### src/rtl/pdwt_pkg.sv
`timescale 1ns / 1ps

package pdwt_pkg;

    // default geometry
    localparam int TAP_COUNT_DEF   = 6;
    localparam int SAMPLE_BITS_DEF = 16;

    // fixed field widths
    localparam int COEF_BITS     = 16;
    localparam int TAPS_PER_REG  = 3;
    localparam int TAP_REG_BITS  = COEF_BITS * TAPS_PER_REG;
    localparam int ACC_BITS      = 40;
    localparam int PAIR_BITS     = 15;
    localparam int LEN_BITS      = 16;
    localparam int HEAD_MAX      = 4;
    localparam int HEAD_IDX_BITS = $clog2(HEAD_MAX);

    localparam int JOB_QUEUE_DEPTH = 4;

    localparam logic [LEN_BITS-1:0] MIN_LEN         = LEN_BITS'(6);
    localparam logic [LEN_BITS-1:0] BLOCK_LEN_RESET = LEN_BITS'(64);

    // what the front tells the back about one accepted sample
    typedef struct packed {
        logic                 has_reg;
        logic                 reg_end;
        logic [PAIR_BITS-1:0] reg_pair;
        logic                 has_wrap;
        logic [PAIR_BITS-1:0] half;
    } pdwt_job_ctrl_t;

    // pair tag that rides along the back pipeline
    typedef struct packed {
        logic [PAIR_BITS-1:0] pair;
        logic                 block_end;
    } pdwt_tag_t;

endpackage

### src/rtl/pdwt_job_fifo.sv
`timescale 1ns / 1ps

module pdwt_job_fifo import pdwt_pkg::*; #(
    parameter int WIDTH = 8,
    parameter int DEPTH = JOB_QUEUE_DEPTH
) (
    input  logic             clk,
    input  logic             rst_n,
    input  logic             push,
    output logic             push_ready,
    input  logic [WIDTH-1:0] push_data,
    output logic             pop_valid,
    input  logic             pop,
    output logic [WIDTH-1:0] pop_data
);

    localparam int PTR_BITS = (DEPTH > 1) ? $clog2(DEPTH) : 1;
    localparam int CNT_BITS = $clog2(DEPTH + 1);
    localparam logic [PTR_BITS-1:0] PTR_LAST = PTR_BITS'(DEPTH - 1);

    logic [WIDTH-1:0]    mem_reg [DEPTH];
    logic [PTR_BITS-1:0] wr_ptr_reg, wr_ptr_next;
    logic [PTR_BITS-1:0] rd_ptr_reg, rd_ptr_next;
    logic [CNT_BITS-1:0] count_reg, count_next;

    assign push_ready = (count_reg != CNT_BITS'(DEPTH));
    assign pop_valid  = (count_reg != '0);
    assign pop_data   = mem_reg[rd_ptr_reg];

    always_comb
    begin
        wr_ptr_next = wr_ptr_reg;
        rd_ptr_next = rd_ptr_reg;
        count_next  = count_reg;
        if (push)
        begin
            wr_ptr_next = (wr_ptr_reg == PTR_LAST) ? '0 : wr_ptr_reg + PTR_BITS'(1);
        end
        if (pop)
        begin
            rd_ptr_next = (rd_ptr_reg == PTR_LAST) ? '0 : rd_ptr_reg + PTR_BITS'(1);
        end
        if (push && !pop)
        begin
            count_next = count_reg + CNT_BITS'(1);
        end
        else if (pop && !push)
        begin
            count_next = count_reg - CNT_BITS'(1);
        end
    end

    always_ff @(posedge clk or negedge rst_n)
    begin
        if (!rst_n)
        begin
            wr_ptr_reg <= '0;
            rd_ptr_reg <= '0;
            count_reg  <= '0;
        end
        else
        begin
            wr_ptr_reg <= wr_ptr_next;
            rd_ptr_reg <= rd_ptr_next;
            count_reg  <= count_next;
        end
    end

    always_ff @(posedge clk)
    begin
        if (push)
        begin
            mem_reg[wr_ptr_reg] <= push_data;
        end
    end

endmodule

### config.mk
export PLATFORM = sky130hd
export DESIGN_NAME = pdwt_job_fifo
export DESIGN_NICKNAME = d
export VERILOG_FILES = /design/src/rtl/pdwt_pkg.sv /design/src/rtl/pdwt_job_fifo.sv
export SDC_FILE = /design/constraint.sdc
export NUM_CORES = 1
export LEC_CHECK = 0
export ABC_AREA = 1
export BUFFER_PORTS_ARGS = -buffer_cell sky130_fd_sc_hd__buf_2
export CAP_MARGIN = 20
export CORE_AREA = 5 5 83 85
export CTS_CLUSTER_SIZE = 8
export DETAILED_ROUTE_END_ITERATION = 10
export DIE_AREA = 0 0 88 90
export GPL_ROUTABILITY_DRIVEN = 0
export HOLD_SLACK_MARGIN = 0.12
export PLACE_DENSITY = 0.44
export SLEW_MARGIN = 20
export SYNTH_ARGS = -nofsm -noshare
export SYNTH_HDL_FRONTEND = slang
export SYNTH_SLANG_ARGS = --single-unit
### constraint.sdc
create_clock -name clk -period 1.9 [get_ports clk]
set_input_delay 0 -clock clk [delete_from_list [all_inputs] [get_ports clk]]
set_output_delay 0 -clock clk [all_outputs]
set_load 0.02 [all_outputs]
==> results.yml <==
min_path:
  hold_class: "input port to register"
cts:
  cts.sinks: 39
  root_buffer: "clkbuf_8"
  insertion_delay_ns: 0.29
  cts_resized: 0
  cts_buffer_depth: 2
  cts_made_buffers: 5
  cts_tree: "yes"
  clkTransAtPathRegs_ns: 0.07
  h-tree-depth: 2
  cts_setup_buffers: 0
cells_and_area:
  nFillCells: 614
  nets: 200
  diodes: 0
  largest_reg_flops: 32
  drive_above_1_share_pct: 16.5
  area_growth_pct: 22.5
grt:
  grt_first_pass_wirelength_um: 5210
  antenna_found_initial: 0
  grt_max_degree: 34
  grt_pass1_vias: 1080
  gr-total-overflow: 0
  grt_use_total_pct: 8.63
timing:
  min_period_ns: 1.57
  rsz0062_at_grt: "false"
  tightest_slew_ns: 0.503
  fmax_ghz: 0.636
  slew_headroom_pct: 66.4
  post-route-period-util_pct: 82.8
  skew_ns: 0.00870
  fin_tns_setup_ns: 0
  finalMaxSlewViolations: 0
  finalHoldViolCount: 0
  holdWs_ns: 0.472
  setup_violations: 0
  setup_slack_ns: 0.327
worst_setup_path:
  critPathLaunchType: "register"
  critPathSlowestCell: "dfrtp_1"
  critPathKind: "register to primary output"
  arrival_ns: 1.57
  path_cells: "inv_2 -> nand2_1 -> o211ai_1 -> nand2_1 -> buf_2"
  crit_required_ns: 1.90
  worstSetupEndpointType: "primary output"
  slowest_delay_ns: 0.41
  crit_top_cell: "nand2_1"
  cp_max_fo: 33
logic_synthesis:
  ys_warn_count: 0
  synthCells: 145
  synthDistinctLibCells: 17
  synth_top_area_cell: "edfxtp_1"
  synth_area_um2: 1710
  synth.top_cell.area_share_pct: 56.2
  netlist_top_cells_area: "edfxtp_1 (56%), dfrtp_1 (10%), nand2_1 (8.1%)"
  ys_ff_latch: 39
  avgSynthCellArea_um2: 11.8
  syn_nets: 164
  ys_seq_area_share_pct: 66.4
placement:
  port_buffers: 21
  place_hpwl_um: 2130
  place_ws_ns: 0.526
detailed_routing:
  wirelength_um: 3070
  wl_per_cell_um: 11.8
  vias: 1076
  drtPass1Iterations: 4
  wl_met1_um: 1410
  highest_layer: "met4"
  via_per_inst: 4.15
  wl_met3_um: 171
  drc: 0
  ant_nets: 0
  wl_met2_um: 1430
  drt_iter0_drc: 37
floorplanning:
  die-area_um2: 7920
  initial_utilization_pct: 27.9
  die_h_um: 90
  die_w_um: 88
  num_rows: 29
  ios: 22
  core_area_um2: 6130
pwr:
  leakagePower_uw: 0.000923
  power_density_nw_per_um2: 1390
  ir_drop_v: 0.000387
run_status:
  status: "finished, final reports clean"
run:
  maxCapViolations: 0
==> final cells by class <==
class | instances | area [um^2] | share of cell area (%)
multi-input combinational | 71 | 414 | 19.8
sequential | 39 | 1140 | 54.2
tap | 77 | 96.3 | 4.60
clock inverter | 3 | 38.8 | 1.85
clock buffer | 5 | 68.8 | 3.28
inverter | 31 | 116 | 5.55
timing repair buffer | 33 | 225 | 10.7
==> synthesized netlist by cell type <==
| cell | n |
|---|---|
| fa_1 | 1 |
| clkbuf_8 | 1 |
| inv_1 | 29 |
| o21ai_1 | 1 |
| inv_2 | 2 |
| xnor2_1 | 1 |
| nand2_1 | 37 |
| edfxtp_1 | 32 |
| o211ai_1 | 16 |
| nand3_1 | 3 |
| dfrtp_1 | 7 |
| nand4_1 | 1 |
| buf_4 | 1 |
| ha_1 | 6 |
| o21ai_0 | 4 |
| buf_6 | 2 |
| a21oi_1 | 1 |
==> layout by cell type (no fill, tap or decap) <==
cell type	n
nand2_1	37
edfxtp_1	32
inv_1	29
buf_2	21
o211ai_1	16
dlygate4sd3_1	12
dfrtp_1	7
ha_1	6
clkbuf_8	5
o21ai_0	4
nand3_1	3
inv_2	2
xnor2_1	1
a21oi_1	1
o21ai_1	1
nand4_1	1
fa_1	1
bufinv_16	1
clkinv_2	1
clkinv_1	1
==> per-layer routing <==
metal | global-route usage (%) | vias up
met1 | 10.2 | 497
li1 | - | 553
met2 | 13.8 | 19
met5 | 0 | -
met4 | 3.32 | 0
met3 | 3.47 | 7
==> where the power goes <==
group / internal (uW) / total [uW] / switching (uW)
Combinational: 330 / 982 / 652
Sequential: 1140 / 1260 / 128
Clock: 384 / 668 / 284
==> critical path, delay by kind of cell (launching register included) <==
family | cells | cell delay [ns]
AOI/OAI and AO/OA | 1 | 0.12
buffers and inverters | 2 | 0.56
DFF | 1 | 0.41
and+or+nand+nor | 2 | 0.20
==> kinds of logic after synthesis <==
| kind of cell | Yosys count | share of synthesized area, % |
|---|---|---|
| simple gates | 41 | 9.36 |
| buf+inv | 35 | 9.36 |
| xor+xnor | 1 | 0.512 |
| flops | 39 | 66.4 |
| compound gates | 22 | 8.78 |
| fa+ha+maj | 7 | 5.56 |
==> what timing repair did <==
item | in CTS | in global routing
hold endpoints to repair | 43 | 0
endpoints found under the setup margin | 0 | 0
hold buffers | 12 | 0
==> stage by stage <==
| step | cell area (um^2) | power, uW | std cells | util (%) |
|---|---|---|---|---|
| 2_1_floorplan | 1710 | 2000 | 145 | - |
| 3_3_place_gp | 1870 | 2220 | 239 | 30.5 |
| 3_5_place_dp | 1870 | 2270 | 239 | 30.5 |
| 4_1_cts | 2100 | 2960 | 259 | 34.2 |
| 5_1_grt | 2100 | 3140 | 259 | 34.2 |
| 6_report | 2100 | 2910 | 259 | 34.2 |
==> path summary, 6_finish.rpt <==
kind	cells past startpoint	slack, ns	to	from
worst max-delay path	5	0.33	pop_data[6]	rd_ptr_reg[0]
worst min-delay path	2	0.47	mem_reg[1][5]	push_data[5]
worst max register to register	4	0.49	mem_reg[2][0]	wr_ptr_reg[0]
worst min register to register	2	0.51	count_reg[2]	count_reg[2]
max in group asynchronous	3	1.01	count_reg[1]	rst_n
min in group asynchronous	3	0.64	wr_ptr_reg[1]	rst_n
(Power assumes the default switching activity.)
