[src/rtl/pdwt_pkg.sv]
`timescale 1ns / 1ps

package pdwt_pkg;

    // default geometry
    localparam int TAP_COUNT_DEF   = 6;
    localparam int SAMPLE_BITS_DEF = 16;

    // fixed field widths
    localparam int COEF_BITS     = 16;
    localparam int TAPS_PER_REG  = 3;
    localparam int TAP_REG_BITS  = COEF_BITS * TAPS_PER_REG;
    localparam int ACC_BITS      = 40;
    localparam int PAIR_BITS     = 15;
    localparam int LEN_BITS      = 16;
    localparam int HEAD_MAX      = 4;
    localparam int HEAD_IDX_BITS = $clog2(HEAD_MAX);

    localparam int JOB_QUEUE_DEPTH = 4;

    localparam logic [LEN_BITS-1:0] MIN_LEN         = LEN_BITS'(6);
    localparam logic [LEN_BITS-1:0] BLOCK_LEN_RESET = LEN_BITS'(64);

    // what the front tells the back about one accepted sample
    typedef struct packed {
        logic                 has_reg;
        logic                 reg_end;
        logic [PAIR_BITS-1:0] reg_pair;
        logic                 has_wrap;
        logic [PAIR_BITS-1:0] half;
    } pdwt_job_ctrl_t;

    // pair tag that rides along the back pipeline
    typedef struct packed {
        logic [PAIR_BITS-1:0] pair;
        logic                 block_end;
    } pdwt_tag_t;

endpackage

[src/rtl/pdwt_front.sv]
`timescale 1ns / 1ps

module pdwt_front import pdwt_pkg::*; #(
    parameter int TAP_COUNT   = TAP_COUNT_DEF,
    parameter int SAMPLE_BITS = SAMPLE_BITS_DEF
) (
    input  logic                                  clk,
    input  logic                                  rst_n,
    input  logic                                  sample_valid,
    output logic                                  sample_ready,
    input  logic signed [SAMPLE_BITS-1:0]         sample,
    input  logic [LEN_BITS-1:0]                   n_eff,
    input  logic                                  restart,
    output logic                                  job_push,
    input  logic                                  job_ready,
    output pdwt_job_ctrl_t                        job_ctrl,
    output logic [TAP_COUNT-1:0][SAMPLE_BITS-1:0] job_window,
    output logic [HEAD_MAX-1:0][SAMPLE_BITS-1:0]  job_head
);

    localparam int WRAP_PAIRS = (TAP_COUNT - 1) / 2;

    logic [LEN_BITS-1:0]                   count_reg, count_next;
    logic [LEN_BITS-1:0]                   k;
    logic                                  blk_last;
    logic [LEN_BITS:0]                     span;
    logic [LEN_BITS:0]                     rel;
    logic [TAP_COUNT-1:0][SAMPLE_BITS-1:0] window_reg, window_next;
    logic [HEAD_MAX-1:0][SAMPLE_BITS-1:0]  head_reg;
    logic                                  accept;

    assign sample_ready = job_ready;
    assign accept       = sample_valid && sample_ready;

    always_comb
    begin
        k        = (count_reg < n_eff) ? count_reg : '0;
        blk_last = (k == n_eff - LEN_BITS'(1));

        // newest sample at position 0
        window_next = window_reg;
        for (int d = TAP_COUNT - 1; d > 0; d--)
        begin
            window_next[d] = window_reg[d-1];
        end
        window_next[0] = sample;

        // pair (k+1-T)/2 completes when that offset is even
        span = {1'b0, k} + (LEN_BITS+1)'(1);
        rel  = span - (LEN_BITS+1)'(TAP_COUNT);

        job_ctrl.has_reg  = (span >= (LEN_BITS+1)'(TAP_COUNT)) && !rel[0];
        job_ctrl.reg_pair = rel[PAIR_BITS:1];
        job_ctrl.half     = n_eff[LEN_BITS-1:1];
        job_ctrl.reg_end  = (rel[PAIR_BITS:1] == n_eff[LEN_BITS-1:1] - PAIR_BITS'(1));
        job_ctrl.has_wrap = blk_last && (WRAP_PAIRS != 0);

        count_next = blk_last ? '0 : k + LEN_BITS'(1);
    end

    assign job_push   = accept && (job_ctrl.has_reg || job_ctrl.has_wrap);
    assign job_window = window_next;
    assign job_head   = head_reg;

    always_ff @(posedge clk or negedge rst_n)
    begin
        if (!rst_n)
        begin
            count_reg  <= '0;
            window_reg <= '0;
        end
        else if (restart)
        begin
            count_reg <= '0;
        end
        else if (accept)
        begin
            count_reg  <= count_next;
            window_reg <= window_next;
        end
    end

    // first samples of the block, kept for the wrap-around pairs
    always_ff @(posedge clk)
    begin
        if (accept && (k < LEN_BITS'(TAP_COUNT - 2)))
        begin
            head_reg[k[HEAD_IDX_BITS-1:0]] <= sample;
        end
    end

endmodule

[config.mk]
export PLATFORM = sky130hd
export DESIGN_NAME = pdwt_front
export DESIGN_NICKNAME = d
export VERILOG_FILES = /design/src/rtl/pdwt_pkg.sv /design/src/rtl/pdwt_front.sv
export SDC_FILE = /design/constraint.sdc
export NUM_CORES = 1
export LEC_CHECK = 0
export BUFFER_PORTS_ARGS = -buffer_cell sky130_fd_sc_hd__buf_2
export CORE_ASPECT_RATIO = 2
export CORE_UTILIZATION = 50
export CTS_CLUSTER_DIAMETER = 30
export DETAILED_ROUTE_END_ITERATION = 8
export PLACE_DENSITY = 0.81
export SLEW_MARGIN = 20
export SYNTH_ARGS = -nofsm -noshare
export SYNTH_HDL_FRONTEND = slang
export SYNTH_SLANG_ARGS = --single-unit
[constraint.sdc]
create_clock -name clk -period 18 [get_ports clk]
set_clock_uncertainty 0.2 [all_clocks]
set_input_delay 2.7 -clock clk [delete_from_list [all_inputs] [get_ports clk]]
set_output_delay 2.7 -clock clk [all_outputs]
set_load 0.02 [all_outputs]
==> impl_metrics.py, run 1 <==
metrics = {
    "outcome": {
        "result_of_the_run": "completed",
    },
    "final_layout": {
        "fin_area_um2": 10700,
        "num_antenna_cells": 0,
        "final_common_cell": "sky130_fd_sc_hd__nand2_1",
        "post_route_cells_drive_above_1_share_pct": 26.9,
        "final_cell_mix": "sky130_fd_sc_hd__nand2_1 (289), sky130_fd_sc_hd__buf_2 (230), sky130_fd_sc_hd__dfrtp_1 (96)",
        "largest_reg_flops": 80,
        "nets": 1195,
        "area_growth_syn_to_layout_pct": 16.7,
    },
    "synthesis": {
        "synth_seq_cells": 160,
        "synth_largest_area_cell": "sky130_fd_sc_hd__dfrtp_1",
        "synth-edff-count": 64,
        "synth-warning-count": 0,
        "yosys.area.top_type_share_pct": 26.3,
        "syn_nets": 1031,
        "syn_area_um2": 9140,
        "cells_after_synth": 971,
        "post_synth_main_area_contributors": "sky130_fd_sc_hd__dfrtp_1 (26%), sky130_fd_sc_hd__edfxtp_1 (21%), sky130_fd_sc_hd__nand2_1 (12%)",
        "synth.distinct_cells": 94,
        "ys.flop_type": "sky130_fd_sc_hd__dfrtp_1",
        "synth_seq_area_share_pct": 47.3,
        "ys_async_sr_fraction_pct": 60.0,
        "postSynthAreaPerCell_um2": 9.41,
    },
    "clock_network": {
        "post-cts-setup-buffers": 0,
        "ctsRootBufferMaster": "sky130_fd_sc_hd__clkbuf_16",
        "numCtsBuffers": 17,
        "clk-insertion-delay-late_ns": 0.41,
        "cts_tree": "built",
        "cts.reportedPaths.clkPinSlew_ns": 0.06,
        "cts-htree-levels": 4,
        "cts.hold.buffers_added": 0,
        "clock_tree.buffer_depth": 2,
        "clkSinkCount": 160,
        "post_cts_resize_count": 0,
    },
    "pwr": {
        "vdd_ir_drop_max_uv": 73.3,
        "post-layout-total-power_mw": 0.973,
        "cellPowerDensity_nw_per_um2": 91.3,
        "power.static_leakage_nw": 5.13,
    },
    "worst_setup_path": {
        "worstSetupStartpointType": "input port",
        "crit-reg2reg-launch": "count_reg[6]$_DFFE_PN0P_",
        "worstPathMaxFanout": 25,
        "worst_ep_required_time_ns": 15.10,
        "critPathCapture": "job_ctrl[31]",
        "timing.reg2reg.setup_slack_ns": 12.54,
        "worst-setup-path-type": "input port to output pin",
        "reg2reg_to": "count_reg[14]$_DFFE_PN0P_",
        "rr_worst_depth": 14,
        "startpoint": "n_eff[13]",
        "setup.worst_path.end_class": "output pin",
        "cp_data_arrival_time_ns": 8.97,
    },
    "floorplan": {
        "number_of_placement_rows": 69,
        "die_area_um2": 18900,
        "effective_utilization_at_floorplan_pct": 51.4,
        "io_pins": 232,
        "total_core_area_um2": 17800,
        "fp.dieW_um": 97.6,
        "die_height_um": 193,
    },
    "grt": {
        "first_global_vias": 7623,
        "grt_max_degree": 83,
        "antenna_found_initial": 0,
        "gr-total-overflow": 0,
        "grt_first_pass_wirelength_mm": 42.5,
        "track_usage_pct": 29.9,
    },
    "place": {
        "gp_congestion": 1.04,
        "detailed_place.area_um2": 10100,
        "port-buffer-count": 231,
        "place_hpwl_mm": 21.3,
    },
    "route": {
        "route.detailed.drc": 0,
        "detailedRoute.firstIterationViolations": 366,
        "vias": 7896,
        "vias_per_cell": 5.80,
        "drt_pre_antenna_iters": 5,
        "antenna_violating_nets_post_route": 0,
        "route.final.wire_length_mm": 28.5,
        "post_drt_wl_per_cell_um": 20.9,
    },
    "sta": {
        "transition_time_at_the_pin_with_the_least_slew_margin_ns": 1.02,
        "timing_hold_violations_final": 0,
        "final-max-slew-violation-count": 0,
        "final.period_utilization_pct": 65.9,
        "final_period_minus_worst_setup_slack_ns": 11.87,
        "report.final.setup_viol": 0,
        "relative_slew_slack_pct": 31.7,
        "upper_clock_frequency_limit_mhz": 84.3,
        "rsz0062_at_grt": "no",
        "finalSetupTns_ns": 0,
    },
    "job": {
        "maxCapViolations": 0,
    },
    "hold_path": {
        "hp-class": "register to register",
    },
}
-- kinds of logic (layout without fill, tap and decap cells) --
family / after synthesis / in the layout / share of synthesized area, %
and+or+nand+nor: 479 / 479 / 24.4
buffers and inverters: 119 / 296 / 6.74
muxes: 10 / 10 / 1.12
AOI/OAI and AO/OA: 124 / 124 / 10.9
DFF: 160 / 160 / 47.3
xor gates and xnor gates: 56 / 56 / 6.42
adders and majority gates: 23 / 23 / 3.15
-- cell usage after synthesis (4+ instances only) --
library cell               instances
sky130_fd_sc_hd__o32ai_1           4
sky130_fd_sc_hd__and3_1            8
sky130_fd_sc_hd__xor2_1            8
sky130_fd_sc_hd__nand2_1         289
sky130_fd_sc_hd__mux2i_1           8
sky130_fd_sc_hd__clkbuf_1         38
sky130_fd_sc_hd__dfrtp_1          96
sky130_fd_sc_hd__inv_1            23
sky130_fd_sc_hd__nor4_1            8
sky130_fd_sc_hd__o31ai_1           4
sky130_fd_sc_hd__buf_2            17
sky130_fd_sc_hd__a211oi_1          4
sky130_fd_sc_hd__o21ai_0          18
sky130_fd_sc_hd__and2_1           12
sky130_fd_sc_hd__nand4_1          16
sky130_fd_sc_hd__nand3b_1          4
sky130_fd_sc_hd__edfxtp_1         64
sky130_fd_sc_hd__nor3_2            4
sky130_fd_sc_hd__a31o_2            4
sky130_fd_sc_hd__a21oi_1          23
sky130_fd_sc_hd__xnor3_1           7
sky130_fd_sc_hd__nand2b_1          4
sky130_fd_sc_hd__nor2_1           48
sky130_fd_sc_hd__or2_2             4
sky130_fd_sc_hd__nor3_1           19
sky130_fd_sc_hd__nand3_1          29
sky130_fd_sc_hd__xnor2_1          41
sky130_fd_sc_hd__ha_1             23
sky130_fd_sc_hd__a31oi_1           4
sky130_fd_sc_hd__o211ai_1          5
sky130_fd_sc_hd__a22o_1            4
sky130_fd_sc_hd__buf_4            33
-- how the worst min path moves through the flow --
stage | from | end | cells after the start
after floorplan | count_reg[0]$_DFFE_PN0P_ | count_reg[0]$_DFFE_PN0P_ | 3
after global placement | job_window[82]$_DFFE_PN0P_ | job_window[82]$_DFFE_PN0P_ | 2
after detailed placement | job_window[90]$_DFFE_PN0P_ | job_window[90]$_DFFE_PN0P_ | 2
after CTS | job_window[90]$_DFFE_PN0P_ | job_window[90]$_DFFE_PN0P_ | 2
after global routing | job_window[89]$_DFFE_PN0P_ | job_window[89]$_DFFE_PN0P_ | 2
final | job_window[90]$_DFFE_PN0P_ | job_window[90]$_DFFE_PN0P_ | 2
-- metal layers --
metal  GRT usage [%]  wire length (um)  up-vias
met5               0                 0        -
met4            22.2              2130        0
met3            4.18              1710      122
met2            55.7             15100      437
met1            30.0              9500     3701
li1                -                 -     3636
-- power by group --
part           internal (mW)  switching (mW)
Sequential             0.421          0.0311
Clock                  0.182           0.145
Combinational         0.0607           0.134
Total                  0.664           0.310
-- critical path, stage by stage --
cell and delay [ns]:
sky130_fd_sc_hd__buf_2 0.12, sky130_fd_sc_hd__clkinv_1 0.21, sky130_fd_sc_hd__ha_1 0.37, sky130_fd_sc_hd__a211o_1 0.26, sky130_fd_sc_hd__o211ai_1 0.11, sky130_fd_sc_hd__nand3_1 0.36, sky130_fd_sc_hd__nor2_4 0.63, sky130_fd_sc_hd__nand2_1 0.23
sky130_fd_sc_hd__inv_1 0.15, sky130_fd_sc_hd__ha_1 0.68, sky130_fd_sc_hd__xnor2_1 0.25, sky130_fd_sc_hd__ha_1 0.62, sky130_fd_sc_hd__inv_1 0.38, sky130_fd_sc_hd__and3_1 0.25, sky130_fd_sc_hd__a31o_2 0.22, sky130_fd_sc_hd__a21boi_2 0.20
sky130_fd_sc_hd__xnor2_1 0.10, sky130_fd_sc_hd__or2_0 0.22, sky130_fd_sc_hd__a21oi_1 0.14, sky130_fd_sc_hd__nand4_1 0.22, sky130_fd_sc_hd__nor4_1 0.30, sky130_fd_sc_hd__buf_2 0.21
-- layout make-up --
class	count	area, um^2
Fill cell	1503	7130
Sequential cell	160	4320
Multi-Input combinational cell	692	4200
Timing Repair Buffer	240	1230
Clock buffer	18	439
Tap cell	213	267
Clock inverter	14	109
Inverter	24	90.1
-- through the flow --
| step | utilization (%) | hold slack [ns] | setup WS, ns | cells |
|---|---|---|---|---|
| global placement | 56.9 | 0.252 | 6.47 | 1329 |
| floorplan | - | 0.366 | 7.02 | 971 |
| finish | 59.9 | 0.267 | 6.13 | 1361 |
| detailed placement | 56.9 | 0.257 | 6.33 | 1329 |
| CTS | 59.9 | 0.273 | 6.27 | 1361 |
| global route | 59.9 | 0.293 | 5.68 | 1361 |
Power figures use the tool's default switching activity.
==> run 2, diff against run 1 <==
Settings changed: ABC_AREA from default to 1, PLACE_DENSITY 0.81 to 0.82.
Clock period 18 ns to 11.38 ns, I/O delays scaled along.
==> run 2 against run 1 <==
Worst setup slack got worse by 2.8 ns. Combinational power up 50%. Cell count is 1.0% higher. Area after synthesis decreased by 7.8%. Sequential power grew 56%. Largest power group unchanged.
==> impl_metrics.py, run 2 <==
metrics = {
    "sta": {
        "relative_slew_slack_pct": 44.7,
        "finalSetupTns_ns": 0,
        "timing_hold_violations_final": 0,
        "setup_slack_ns": 3.30,
        "rsz0062_at_grt": "no",
        "final_period_minus_worst_setup_slack_ns": 8.08,
        "report.final.setup_viol": 0,
        "hold_ws_ns": 0.280,
        "final-max-slew-violation-count": 0,
        "upper_clock_frequency_limit_mhz": 124,
        "final.period_utilization_pct": 71.0,
        "transition_time_at_the_pin_with_the_least_slew_margin_ns": 0.829,
    },
    "synthesis": {
        "synth_seq_cells": 160,
        "synth-xor-area-share_pct": 4.53,
        "post_synth_main_area_contributors": "sky130_fd_sc_hd__dfrtp_1 (29%), sky130_fd_sc_hd__edfxtp_1 (23%), sky130_fd_sc_hd__nand2_1 (14%)",
        "synth-warning-count": 0,
        "synthSimpleGateAreaFrac_pct": 27.7,
        "yosys.cell_count.top_type": "sky130_fd_sc_hd__nand2_1",
        "syn_area_um2": 8420,
        "cells_after_synth": 955,
        "postSynthAreaPerCell_um2": 8.82,
        "ys.flop_type": "sky130_fd_sc_hd__dfrtp_1",
        "synth_seq_area_share_pct": 51.4,
        "yosys.area.top_type_share_pct": 28.5,
        "synth-edff-count": 64,
        "ys_async_sr_fraction_pct": 60.0,
        "muxShareOfSynthArea_pct": 0,
        "post_synthesis_compound_gate_area_fraction_pct": 4.49,
        "synth_fa_ha_area_share_pct": 3.42,
        "synth.distinct_cells": 39,
        "top_cell_types_by_occurrence_after_synthesis": "sky130_fd_sc_hd__nand2_1 (325), sky130_fd_sc_hd__dfrtp_1 (96), sky130_fd_sc_hd__inv_1 (94)",
        "synth_largest_area_cell": "sky130_fd_sc_hd__dfrtp_1",
        "syn_nets": 1015,
        "largest_family_of_logic_cells_by_synthesized_area": "simple AND/OR/NAND/NOR gates",
    },
    "final_layout": {
        "post_route_cells_drive_above_1_share_pct": 27.8,
        "num_antenna_cells": 0,
        "final_common_cell": "sky130_fd_sc_hd__nand2_1",
        "area_growth_syn_to_layout_pct": 20.3,
        "fillerInstances": 1437,
        "largest_reg_flops": 80,
        "layout.cells.non_filler": 1375,
        "final_cell_mix": "sky130_fd_sc_hd__nand2_1 (325), sky130_fd_sc_hd__buf_2 (230), sky130_fd_sc_hd__dfrtp_1 (96)",
        "nets": 1218,
    },
    "clock_network": {
        "cts_tree": "built",
        "ctsRootBufferMaster": "sky130_fd_sc_hd__clkbuf_16",
        "cts.hold.buffers_added": 0,
        "clock_tree.buffer_depth": 2,
        "clk-insertion-delay-late_ns": 0.42,
        "post_cts_resize_count": 0,
        "cts-htree-levels": 4,
        "post-cts-setup-buffers": 0,
        "numCtsBuffers": 17,
        "clkSinkCount": 160,
        "cts.reportedPaths.clkPinSlew_ns": 0.07,
    },
    "place": {
        "gp_congestion": 0.979,
        "detailedPlace.worstSlack_ns": 3.35,
        "port-buffer-count": 231,
        "placedCellCount": 1343,
        "place_hpwl_mm": 19.9,
    },
    "floorplan": {
        "fp.dieW_um": 93.8,
        "effective_utilization_at_floorplan_pct": 51.5,
        "io_pins": 232,
        "total_core_area_um2": 16400,
        "die_area_um2": 17400,
        "die_height_um": 186,
        "number_of_placement_rows": 66,
    },
    "route": {
        "vias_per_cell": 5.29,
        "drt_pre_antenna_iters": 5,
        "antenna_violating_nets_post_route": 0,
        "detailedRoute.firstIterationViolations": 362,
        "route.detailed.drc": 0,
        "post_drt_wl_per_cell_um": 18.8,
        "route.final.wire_length_mm": 25.8,
        "vias": 7269,
    },
    "worst_setup_path": {
        "setup.worst_path.end_class": "output pin",
        "cpLargestDelayFamily": "simple AND/OR/NAND/NOR gates",
        "timing.reg2reg.setup_slack_ns": 7.40,
        "worstSetupStartpointType": "input port",
        "worst_ep_required_time_ns": 9.47,
        "worstPathMaxFanout": 12,
        "peak_per_stage_delay_on_the_critical_path_ns": 0.48,
        "worst-path-buf-inv": 6,
        "worst_path_max_delay_cell": "sky130_fd_sc_hd__nor2_1",
        "cp_data_arrival_time_ns": 6.17,
        "worst-setup-path-type": "input port to output pin",
    },
    "pwr": {
        "power.static_leakage_nw": 5.21,
        "vdd_ir_drop_max_uv": 177,
        "post-layout-total-power_mw": 1.56,
        "cellPowerDensity_nw_per_um2": 154,
    },
    "grt": {
        "gr-total-overflow": 0,
        "grt_max_degree": 81,
        "track_usage_pct": 30.6,
        "grt_first_pass_wirelength_mm": 38.2,
        "antenna_found_initial": 1,
        "first_global_vias": 7286,
    },
    "outcome": {
        "result_of_the_run": "completed",
    },
    "hold_path": {
        "hp-class": "register to register",
    },
    "job": {
        "maxCapViolations": 0,
    },
}
==> run 2: cell count changes after synthesis, sizes merged, moves of 16 or more <==
cell and delta:
inv +74, nand2 +57, xnor2 -36, xor2 +28
clkbuf -22, nand3 +22, o21ai +20, buf -19
nor2 +18, a21oi -16
==> run 2: per-layer routing <==
layer,GRT usage [%],wire length [um],vias up,part of all wire [%]
li1,-,-,3460,-
met3,6.90,1460,118,5.7
met1,27.9,8230,3369,32
met4,26.3,2280,0,8.9
met5,0,0,-,0
met2,55.3,13800,322,54
==> run 2: worst register-to-register path: stages (launching register included) <==
cell,delay [ns]
sky130_fd_sc_hd__dfrtp_1,0.48
sky130_fd_sc_hd__ha_1,0.35
sky130_fd_sc_hd__a21oi_1,0.24
sky130_fd_sc_hd__nand2_2,0.10
sky130_fd_sc_hd__a21oi_4,0.35
sky130_fd_sc_hd__nand2_4,0.26
sky130_fd_sc_hd__nor2_1,0.48
sky130_fd_sc_hd__xor2_1,0.15
sky130_fd_sc_hd__nor4_1,0.22
sky130_fd_sc_hd__nand4_1,0.25
sky130_fd_sc_hd__nand2_1,0.52
sky130_fd_sc_hd__o22ai_1,0.21
==> run 2: layout make-up <==
class	count	area, um^2	share of cell area (%)
flip-flops and latches	160	4320	42.7
multi-input cells	643	3380	33.4
repair buffers	238	1210	12.0
clock buffers	18	439	4.34
inverters	98	369	3.64
well taps	204	255	2.52
clock inverters	14	145	1.43
==> run 2: logic make-up (layout without fill, tap and decap cells) <==
family	count (synthesis)	after routing
AOI/OAI and AO/OA	65	65
xor gates and xnor gates	42	42
adders and majority gates	23	23
buffers and inverters	152	368
DFF	160	160
and+or+nand+nor	513	513
==> run 2: worst paths after layout <==
path,from,endpoint,depth (start not counted)
setup / recovery,n_eff[11],job_push,25
hold / removal,job_window[81]$_DFFE_PN0P_,job_window[81]$_DFFE_PN0P_,2
setup reg to reg,count_reg[15]$_DFFE_PN0P_,count_reg[7]$_DFFE_PN0P_,11
hold reg to reg,job_window[81]$_DFFE_PN0P_,job_window[81]$_DFFE_PN0P_,2
max in group asynchronous,rst_n,job_window[21]$_DFFE_PN0P_,2
min in group asynchronous,rst_n,job_window[89]$_DFFE_PN0P_,1
==> run 2: report_power, final <==
part	switching (mW)	total [mW]	internal [mW]
clock	0.245	0.560	0.315
sequential	0.0447	0.708	0.664
combinational	0.205	0.292	0.0871
total	0.495	1.56	1.07
==> run 2: per-stage QoR <==
stage / instance area, um^2 / util (%)
final: 10100 / 61.9
after global routing: 10100 / 61.9
after CTS: 10100 / 61.9
after detailed placement: 9540 / 58.4
after global placement: 9540 / 58.4
after floorplan: 8420 / -
==> run 3, diff against run 2 <==
Settings changed: ABC_AREA 1 to 0, CORE_UTILIZATION 50 to 49, PLACE_DENSITY 0.82 to 0.83.
Clock period 11.38 ns to 7.2 ns, I/O delays scaled along.
==> run 3 against run 2 <==
Combinational power rose by 74%. Sequential share of layout area fell by 3.6 points. First-iteration DRC count rose by 30%. Worst setup slack got worse by 3.1 ns. Core utilization fell by 1.5 points. Clock-buffer cell count rose by 1. Via count rose by 13%. Hold slack got worse by 0.0065 ns. Highest routed layer is now met5.
==> impl_metrics.py, run 3 (synthesis results as in run 1) <==
metrics = {
    "outcome": {
        "result_of_the_run": "completed",
    },
    "floorplan": {
        "die_height_um": 195,
        "total_core_area_um2": 18300,
        "die_area_um2": 19200,
        "number_of_placement_rows": 70,
        "fp.dieW_um": 98.6,
        "io_pins": 232,
        "effective_utilization_at_floorplan_pct": 49.9,
    },
    "worst_setup_path": {
        "critical_path.cell_chain": "buf_2 > inv_1 > ha_1 > nand4_1 > buf_4 > a311oi_4 > a31o_2 > nor2_4 > nand2_1 > inv_1 > ha_2 > buf_4 > nand4_1 > o21ai_0 > a311oi_2 > o211ai_2 > buf_4 > mux2_2 > a22o_1 > xnor2_1 > a21oi_1 > nand4_1 > nor4_4 > buf_4",
        "worst-setup-path-type": "input port to output pin",
        "peak_per_stage_delay_on_the_critical_path_ns": 0.33,
        "worstPathMaxFanout": 8,
        "worstSetupStartpointType": "input port",
        "worst_path_max_delay_cell": "sky130_fd_sc_hd__a311oi_2",
        "cp_data_arrival_time_ns": 5.71,
        "worst_ep_required_time_ns": 5.92,
        "setup.worst_path.end_class": "output pin",
        "worst_path_most_repeated_cell": "sky130_fd_sc_hd__buf_4",
    },
    "final_layout": {
        "nets": 1230,
        "multi_input_area_um2": 4260,
        "final_common_cell": "sky130_fd_sc_hd__nand2_1",
        "num_antenna_cells": 0,
        "layout.area.seq_um2": 4320,
        "final_cell_mix": "sky130_fd_sc_hd__nand2_1 (289), sky130_fd_sc_hd__buf_2 (229), sky130_fd_sc_hd__dfrtp_1 (96)",
        "largest_reg_flops": 80,
        "post_route_cells_drive_above_1_share_pct": 29.5,
        "layout.cells.non_filler": 1399,
        "area_growth_syn_to_layout_pct": 21.0,
        "fillerInstances": 1557,
        "finalCoreUtilization_pct": 60.4,
    },
    "route": {
        "antenna_violating_nets_post_route": 0,
        "detailedRoute.firstIterationViolations": 470,
        "drt_pre_antenna_iters": 5,
        "vias_per_cell": 5.86,
        "post_drt_wl_per_cell_um": 22.0,
        "vias": 8205,
        "route.detailed.drc": 0,
        "route.final.wire_length_mm": 30.7,
    },
    "clock_network": {
        "clock_tree.buffer_depth": 2,
        "post_cts_resize_count": 0,
        "ctsRootBufferMaster": "sky130_fd_sc_hd__clkbuf_16",
        "cts-htree-levels": 4,
        "clk-insertion-delay-late_ns": 0.42,
        "numCtsBuffers": 17,
        "clkSinkCount": 160,
        "post-cts-setup-buffers": 0,
        "cts.reportedPaths.clkPinSlew_ns": 0.06,
        "cts_tree": "built",
        "cts.hold.buffers_added": 0,
    },
    "grt": {
        "gr-total-overflow": 0,
        "grt_max_degree": 84,
        "grt.met1_usage_pct": 30.5,
        "globalRoute.busiestLayer": "met2",
        "grt_util_met2_pct": 59.4,
        "grt_first_pass_wirelength_mm": 45.7,
        "global_routing_usage_on_met3_pct": 5.65,
        "first_global_vias": 8108,
        "track_usage_pct": 32.2,
        "antenna_found_initial": 1,
    },
    "place": {
        "gp_congestion": 1.04,
        "detailedPlace.worstSlack_ns": 0.185,
        "placedCellCount": 1367,
        "port-buffer-count": 231,
        "place_hpwl_mm": 22.7,
    },
    "sta": {
        "rsz0062_at_grt": "no",
        "setup_slack_ns": 0.206,
        "report.final.setup_viol": 0,
        "final-max-slew-violation-count": 0,
        "relative_slew_slack_pct": 34.0,
        "final.period_utilization_pct": 97.1,
        "upper_clock_frequency_limit_mhz": 143,
        "timing_hold_violations_final": 0,
        "finalSetupTns_ns": 0,
        "hold_ws_ns": 0.273,
        "final_period_minus_worst_setup_slack_ns": 6.99,
        "transition_time_at_the_pin_with_the_least_slew_margin_ns": 0.990,
    },
    "pwr": {
        "power.static_leakage_nw": 5.37,
        "vdd_ir_drop_max_uv": 184,
        "cellPowerDensity_nw_per_um2": 234,
    },
    "job": {
        "maxCapViolations": 0,
    },
    "hold_path": {
        "hp-class": "register to register",
    },
}
run 3: through the flow:
| step | cell area [um^2] | total power, mW |
|---|---|---|
| finish | 11100 | 2.58 |
| global route | 11100 | 2.68 |
| CTS | 11000 | 2.59 |
| detailed placement | 10400 | 1.64 |
| global placement | 10400 | 1.63 |
| floorplan | 9170 | 1.44 |
run 3: path summary, 6_finish.rpt:
check	cells past startpoint	slack (ns)	end	startpoint
max in group asynchronous	2	5.49	job_window[80]$_DFFE_PN0P_	rst_n
max reg2reg	12	2.85	count_reg[3]$_DFFE_PN0P_	count_reg[12]$_DFFE_PN0P_
min	2	0.27	job_window[93]$_DFFE_PN0P_	job_window[93]$_DFFE_PN0P_
max	24	0.21	job_ctrl[31]	n_eff[14]
min in group asynchronous	1	0.32	job_window[61]$_DFFE_PN0P_	rst_n
min reg2reg	2	0.27	job_window[93]$_DFFE_PN0P_	job_window[93]$_DFFE_PN0P_
run 3: critical path, delay by kind of cell:
family,cells,cell delay (ns)
buffers and inverters,7,1.13
muxes,1,0.26
adders and majority gates,2,0.55
AOI/OAI and AO/OA,7,1.56
and+or+nand+nor,6,0.98
xor gates and xnor gates,1,0.15
run 3: layer usage:
layer / vias to the layer above / share of wire (%)
li1: 3721 / -
met1: 3891 / 33
met2: 449 / 54
met3: 142 / 5.7
met4: 2 / 8.1
met5: - / 0.055
run 3: final cells by class:
type,instances,share of cell area (%)
flip-flops and latches,160,39.1
multi-input cells,692,38.5
repair buffers,275,13.5
clock buffers,19,3.92
well taps,216,2.44
clock inverters,13,1.70
inverters,24,0.815
run 3: power by group:
group	internal [mW]	total [mW]	leakage (nW)	switching (mW)
clock network	0.582	0.949	0.295	0.367
logic	0.156	0.508	3.22	0.352
registers	1.05	1.13	1.85	0.0744
